--- src/sv/kelt_ram.sv ---
// generic single-write, single-read ram with registered read data
// no dependencies
module kelt_ram #(
  parameter int unsigned Width = 8,
  parameter int unsigned Depth = 16,
  localparam int unsigned AddrW = (Depth > 1) ? $clog2(Depth) : 1
) (
  input  logic             clk_i,
  input  logic             we_i,
  input  logic [AddrW-1:0] waddr_i,
  input  logic [Width-1:0] wdata_i,
  input  logic             re_i,
  input  logic [AddrW-1:0] raddr_i,
  output logic [Width-1:0] rdata_o
);

  logic [Width-1:0] mem_q [Depth];
  logic [Width-1:0] rdata_q;

  // write port and registered read port
  always_ff @(posedge clk_i) begin
    if (we_i) begin
      mem_q[waddr_i] <= wdata_i;
    end
    if (re_i) begin
      rdata_q <= mem_q[raddr_i];
    end
  end

  assign rdata_o = rdata_q;

endmodule

--- config.mk ---
export PLATFORM = sky130hd
export DESIGN_NAME = kelt_ram
export DESIGN_NICKNAME = d
export VERILOG_FILES = /design/src/sv/kelt_ram.sv
export SDC_FILE = /design/constraint.sdc
export NUM_CORES = 1
export LEC_CHECK = 0
export BUFFER_PORTS_ARGS = -buffer_cell sky130_fd_sc_hd__buf_2
export CORE_ASPECT_RATIO = 1.1
export CORE_MARGIN = 5
export CORE_UTILIZATION = 30
export CTS_CLUSTER_SIZE = 14
export DETAILED_ROUTE_END_ITERATION = 12
export GPL_ROUTABILITY_DRIVEN = 0
export PLACE_DENSITY_LB_ADDON = 0.05
export SYNTH_ARGS = -nofsm -noshare
export SYNTH_HDL_FRONTEND = slang
export SYNTH_SLANG_ARGS = --single-unit
--- constraint.sdc ---
create_clock -name clk_i -period 1.8 [get_ports clk_i]
set_input_delay 0.09 -clock clk_i [delete_from_list [all_inputs] [get_ports clk_i]]
set_output_delay 0.09 -clock clk_i [all_outputs]
set_load 0.1 [all_outputs]
== Word-level counts from Yosys, hierarchy flattened ==
Memory sizes are Yosys's and may differ from the RTL's. A register that Yosys moved wholly into a read port is not among the register bits.
Cells that the tools add are included.

* RAM bits: 128
* Output and inout port bits: 8
* Memories: 1
* Register bits: 0

{| class="wikitable"
|+ Memories
! name !! depth !! width !! read ports !! clocked after Yosys merged registers in !! write ports !! RTL line !! source
|-
| mem_q || 16 || 8 || 1 || 1 || 1 || 17 || <nowiki>logic [Width-1:0] mem_q [Depth];</nowiki>
|}

* Muxes and demuxes: 2

{| class="wikitable"
|+ Operator list
! cell !! number
|-
| 2-to-1 mux 1 bit || 2
|}

== Depth between registers and ports, before layout ==
Gate-level depths: netlist of run 1.

* Depth in word-level cells: 2
* Depth in mapped cells: 5
* Mapped depth without buffers: 3

== Worst setup path after synthesis of run 1 ==
Ideal clock, no wire load.

* Kind: input to register
* From: input port waddr_i[2]
* To: memory mem_q[0][0] (enable)
* Library setup time: 0.383 ns
* Arrival time: 1.200 ns
* Stages on the path: 2
* Buffers on the path: 0
* Slack: 0.217 ns
* Cells stage by stage: or3b_2 nor3_1

{| class="wikitable"
|+ RTL lines
! item !! RTL line !! source
|-
| from (decl) || 10 || <nowiki>input logic [AddrW-1:0] waddr_i,</nowiki>
|-
| to (decl) || 17 ||
|}

No word-level cell before the write port.

==> results of run 1 <==
## logic make-up after synthesis
logic type / Yosys count
AND/OR/NAND/NOR: 35
flip-flops: 136
AO/OA/AOI/OAI: 16
buffers and inverters: 10
multiplexers: 32
## layer usage
layer / wire length, µm / global-route usage, % / vias up / share of wire [%]
li1: - / - / 1088 / -
met1: 5200 / 15.9 / 1283 / 45
met2: 5660 / 19.5 / 66 / 49
met3: 424 / 2.94 / 15 / 3.7
met4: 220 / 5.90 / 0 / 1.9
met5: 0 / 0 / - / 0
## synthesized netlist by cell type, drive strengths merged
cell type | number | area, µm²
nand2 | 9 | 33.8
nand3 | 1 | 5.00
clkdlybuf4s25 | 3 | 30.0
nor2 | 13 | 48.8
a22oi | 16 | 120
nor3 | 4 | 20.0
nor2b | 1 | 6.26
and2b | 1 | 7.51
nand2b | 2 | 12.5
nand3b | 2 | 15.0
buf | 7 | 56.3
and2 | 1 | 6.26
mux4 | 32 | 773
or3b | 1 | 8.76
edfxtp | 136 | 4080
## cells in the final DEF (no fill, tap or decap)
master      netlist  final
clkinvlp_4        0      2
buf_2             3     26
clkinv_1          0      3
nand3b_1          2      2
and2b_1           1      1
mux4_2           18     18
buf_4             1     17
clkbuf_16         0     17
nand3_1           1      1
buf_12            0      3
bufinv_16         0      1
or3b_2            1      1
clkbuf_1          0      2
nor2_1           13     13
a22oi_1          16     16
nor2b_1           1      1
clkinv_2          0      6
nor3_1            4      4
and2_1            1      1
mux4_1           14     14
nand2b_1          2      2
edfxtp_1        136    136
nand2_1           9      9
## stage by stage
stage                     hold WS [ps]  total power [W]  cells  utilization [%]  worst slack (ps)
after floorplan                    189          0.00394    229                -               217
after global placement             500          0.00412    499             33.7              92.5
after detailed placement           497          0.00412    499             33.7               110
after CTS                         55.6          0.00721    530             36.7               262
after global routing              58.9          0.00738    530             36.7               178
final                             67.5          0.00711    530             36.7               238
## critical path, stage by stage (launching register included)
cell and delay (ps):
edfxtp_1 370, mux4_1 490, a22oi_1 360, nand2_1 90
## flip-flops by register name, indices dropped and copies added (netlist names)
| register | count |
|---|---|
| mem_q | 128 |
| rdata_o | 8 |
## worst paths after layout
kind	startpoint	end	cells past startpoint
worst min-delay path	re_i	rdata_o[7]	1
worst min register to register	mem_q[12][3]	rdata_o[3]	3
worst max register to register	mem_q[0][5]	rdata_o[5]	3
worst max-delay path	mem_q[0][5]	rdata_o[5]	3
## where the power goes
| part | total (W) | switching (W) | internal, W |
|---|---|---|---|
| Clock | 0.00307 | 0.00122 | 0.00185 |
| Sequential | 0.00359 | 0.0000165 | 0.00357 |
| Combinational | 0.000450 | 0.000306 | 0.000144 |
## layout make-up
| type | instances | share of cell area (%) |
|---|---|---|
| sequential | 136 | 65.1 |
| multi-input combinational | 83 | 16.9 |
| clock buffer | 19 | 6.90 |
| timing repair buffer | 46 | 5.07 |
| tap | 234 | 4.67 |
| clock inverter | 12 | 1.38 |
==> metrics.cfg, run 1 <==
[drt]
drt-pass1-iter-count=4
routed_wl_mm=11.5
avgRoutedWirePerCell_um=21.7
viasPerCell=4.63
initialDrtViolationCount=186
drc=0
num_vias=2452
antenna_left=0

[floorplan]
die_area_mm2=0.0202
rows=50
io_pins=27
die_w_um=136
core-area_mm2=0.0171
initial_core_util_pct=30.6
die_h_um=148

[worst_setup_path]
cp-start-kind=flop
reg2reg_slack_ps=240
cp_max_fo=1
endpoint_kind=flop
worstPathArrival_ps=1720
worst-endpoint-required_ps=1950
path_class=reg -> reg

[clocking]
path_clk_slew_ps=60
h-tree-depth=4
cts_buffers=17
cts_tree=built
clk_latency_ps=410
hold_buffers=0
clockRootBuffer=clkbuf_16
post-cts-setup-buffer-count=0
clockBufferDepth=2
post_cts_resized=0
clock_sinks=136

[yosys]
synthAdderAreaFrac_pct=0
synth-xor-area-share_pct=0
synth_warnings=0
ys_ff_latch=136
synthMuxAreaShare_pct=14.8
synth_top_family_by_area=multiplexers
syn_area_mm2=0.00523
synth_nets=248
syn_area_per_cell_um2=22.8
ys_seq_area_share_pct=78.1
synth-simple-area-share_pct=3.14
synth_cell_type_count=18
synth_cells=229
synth_compound_gate_area_share_pct=2.30

[power]
power_leakage_nw=2.08
power_density_mw_per_mm2=1130
vdd_drop_max_mv=0.595

[finish]
final_area_mm2=0.00627
final_nets=303
regArea_mm2=0.00408
diodes=0
area_growth_pct=20.0
drive_gt1_share_pct=30.7
fillers=1557
multi_input_area_mm2=0.00106

[sta]
fin_crit_ps=1560
fin_crit_sh_pct=86.8
slew_headroom_pct=49.1
worst_pin_slew_ps=761
fmax_ghz=0.640
hold_viol=0
setup_tns_ps=0
rsz0062_at_grt=no
slew_violations=0
skew_ps=4.45
setup_viol=0

[status]
status=completed

[hold_path]
hold_path.class=in -> reg

[placed_design]
io_buffer_count=26
dp_hpwl_mm=7.51
place_area_mm2=0.00575

[global_route]
grt_first_pass_wirelength_mm=17.0
grt_pass1_vias=2679
grt_usage_pct=12.3
antenna_found_initial=0
grt_start_max_net_pins=33
grt.overflow.total=0

[run]
maxCapViolCount=0

No activity file was read; power rests on OpenSTA's default activity.
==> run 2: changes to the inputs <==
- PLACE_DENSITY_LB_ADDON: 0.05 -> default
==> run 2 against run 1 <==
Clock power about the same. Via count decreased by 0.33%. Critical path depth unchanged. Wire length decreased by 12%. Core utilization increased by 0.33 points. Sequential power about the same. Worst hold slack got worse by 4.5 ps. Worst setup slack got worse by 15 ps. Flip-flop and latch count unchanged. Critical endpoint is now rdata_o[1]. Largest cell class unchanged.
==> metrics.cfg, run 2 (synthesized netlist as in run 1, its figures left out) <==
[run]
maxCapViolCount=0  ; unchanged

[power]
power_density_mw_per_mm2=1120  ; -0.99%
power_leakage_nw=2.10  ; +0.72%
vdd_drop_max_mv=0.602  ; +1.2%

[drt]
drt-pass1-iter-count=5  ; +1
antenna_left=0  ; unchanged
drc=0  ; unchanged
viasPerCell=4.56  ; -1.4%
routed_wl_mm=10.1  ; -12%
avgRoutedWirePerCell_um=18.8  ; -13%
num_vias=2444  ; -0.33%
initialDrtViolationCount=182  ; -2.2%

[clocking]
clockBufferDepth=2  ; unchanged
path_clk_slew_ps=50  ; about the same
post-cts-setup-buffer-count=0  ; unchanged
clockRootBuffer=clkbuf_16
hold_buffers=0  ; unchanged
h-tree-depth=4  ; unchanged
cts_tree=built
clock_sinks=136  ; unchanged
post_cts_resized=0  ; unchanged
cts_buffers=17  ; unchanged
clk_latency_ps=410  ; about the same

[sta]
hold_viol=0  ; unchanged
fin_crit_ps=1580  ; +15.1 ps
slew_violations=0  ; unchanged
slew_headroom_pct=66.6  ; +17 points
worst_pin_slew_ps=504  ; -256 ps
fmax_ghz=0.634  ; -0.95%
rsz0062_at_grt=no
setup_viol=0  ; unchanged
setup_tns_ps=0  ; unchanged
finalWorstSetupSlack_ps=223  ; -15.1 ps
fin_crit_sh_pct=87.6  ; +0.84 points
skew_ps=21.3  ; +16.9 ps

[global_route]
antenna_found_initial=0  ; unchanged
grt_pass1_vias=2574  ; -3.9%
grt_first_pass_wirelength_mm=15.9  ; -6.5%
grt_usage_pct=10.9  ; -1.4 points
grt.overflow.total=0  ; unchanged
grt_start_max_net_pins=33  ; unchanged

[hold_path]
hold_depth=1  ; unchanged
hold_path.class=in -> reg

[placed_design]
dp_hpwl_mm=6.73  ; -10%
post-place-ws_ps=135  ; +25.3 ps
io_buffer_count=26  ; unchanged

[worst_setup_path]
reg2reg_depth=3  ; unchanged
endpoint_kind=flop
cp_max_fo=1  ; unchanged
path_class=reg -> reg
worstPathArrival_ps=1710  ; about the same
cp-start-kind=flop
worst-endpoint-required_ps=1930  ; -20 ps

[finish]
final_nets=308  ; +1.7%
drive_gt1_share_pct=32.5  ; +1.7 points
area_growth_pct=21.0
final_cell_mix=136 x edfxtp_1, 26 x buf_2, 22 x buf_4
layout_commonest_cell=edfxtp_1
fillers=1544  ; -0.83%
largest_reg_flops=128  ; unchanged
diodes=0  ; unchanged
largest-register=mem_q

[status]
status=completed

[floorplan]
die_w_um=136  ; unchanged
die_h_um=148  ; unchanged
io_pins=27  ; unchanged
initial_core_util_pct=30.6  ; unchanged
die_area_mm2=0.0202  ; unchanged
core-area_mm2=0.0171  ; unchanged
rows=50  ; unchanged

## run 2: cell types whose count changed in the layout (fill, tap and decap cells not counted)
cell / change
clkinv_1: +1
clkbuf_1: -2
clkinv_2: -3
clkinvlp_4: +5
buf_4: +5
## run 2: area by class of cell
cell class / instances / area, µm² / share of cell area [%]
flip-flops and latches: 136 / 4080 / 64.5
multi-input cells: 83 / 1060 / 16.7
clock buffers: 17 / 425 / 6.72
repair buffers: 51 / 355 / 5.62
well taps: 234 / 293 / 4.63
clock inverters: 15 / 113 / 1.78
## run 2: final timing paths
check | start | end | slack (ps)
setup / recovery | mem_q[5][1] | rdata_o[1] | 220
hold / removal | re_i | rdata_o[7] | 60
setup reg to reg | mem_q[5][1] | rdata_o[1] | 220
hold reg to reg | mem_q[12][2] | rdata_o[2] | 750
## run 2: worst max-delay path: stages, from the launching register on
cell	delay, ps
edfxtp_1	370
mux4_1	550
a22oi_1	280
nand2_1	110
## run 2: per-layer routing
layer  global-route usage (%)  part of all wire [%]  vias to the layer above
met5                        0                     0                        -
met4                     2.87                  0.35                        0
met3                     3.48                   6.2                        2
met2                     16.4                    48                       74
met1                     15.4                    45                     1268
li1                         -                     -                     1100
## run 2: per-stage QoR
step           cells  utilization [%]  power [W]  area [µm²]  hold WS [ps]
2_1_floorplan    229                -    0.00394        5230           189
3_3_place_gp     504             33.9    0.00410        5790           481
3_5_place_dp     504             33.9    0.00411        5790           483
4_1_cts          536             37.0    0.00718        6330          56.1
5_1_grt          536             37.0    0.00738        6330          58.0
6_report         536             37.0    0.00710        6330          63.0
## run 2: power breakdown
group | total (W) | switching, W | internal, W | leakage, nW
logic | 0.000445 | 0.000298 | 0.000147 | 0.620
clock network | 0.00307 | 0.00121 | 0.00186 | 0.243
registers | 0.00359 | 0.0000192 | 0.00357 | 1.24
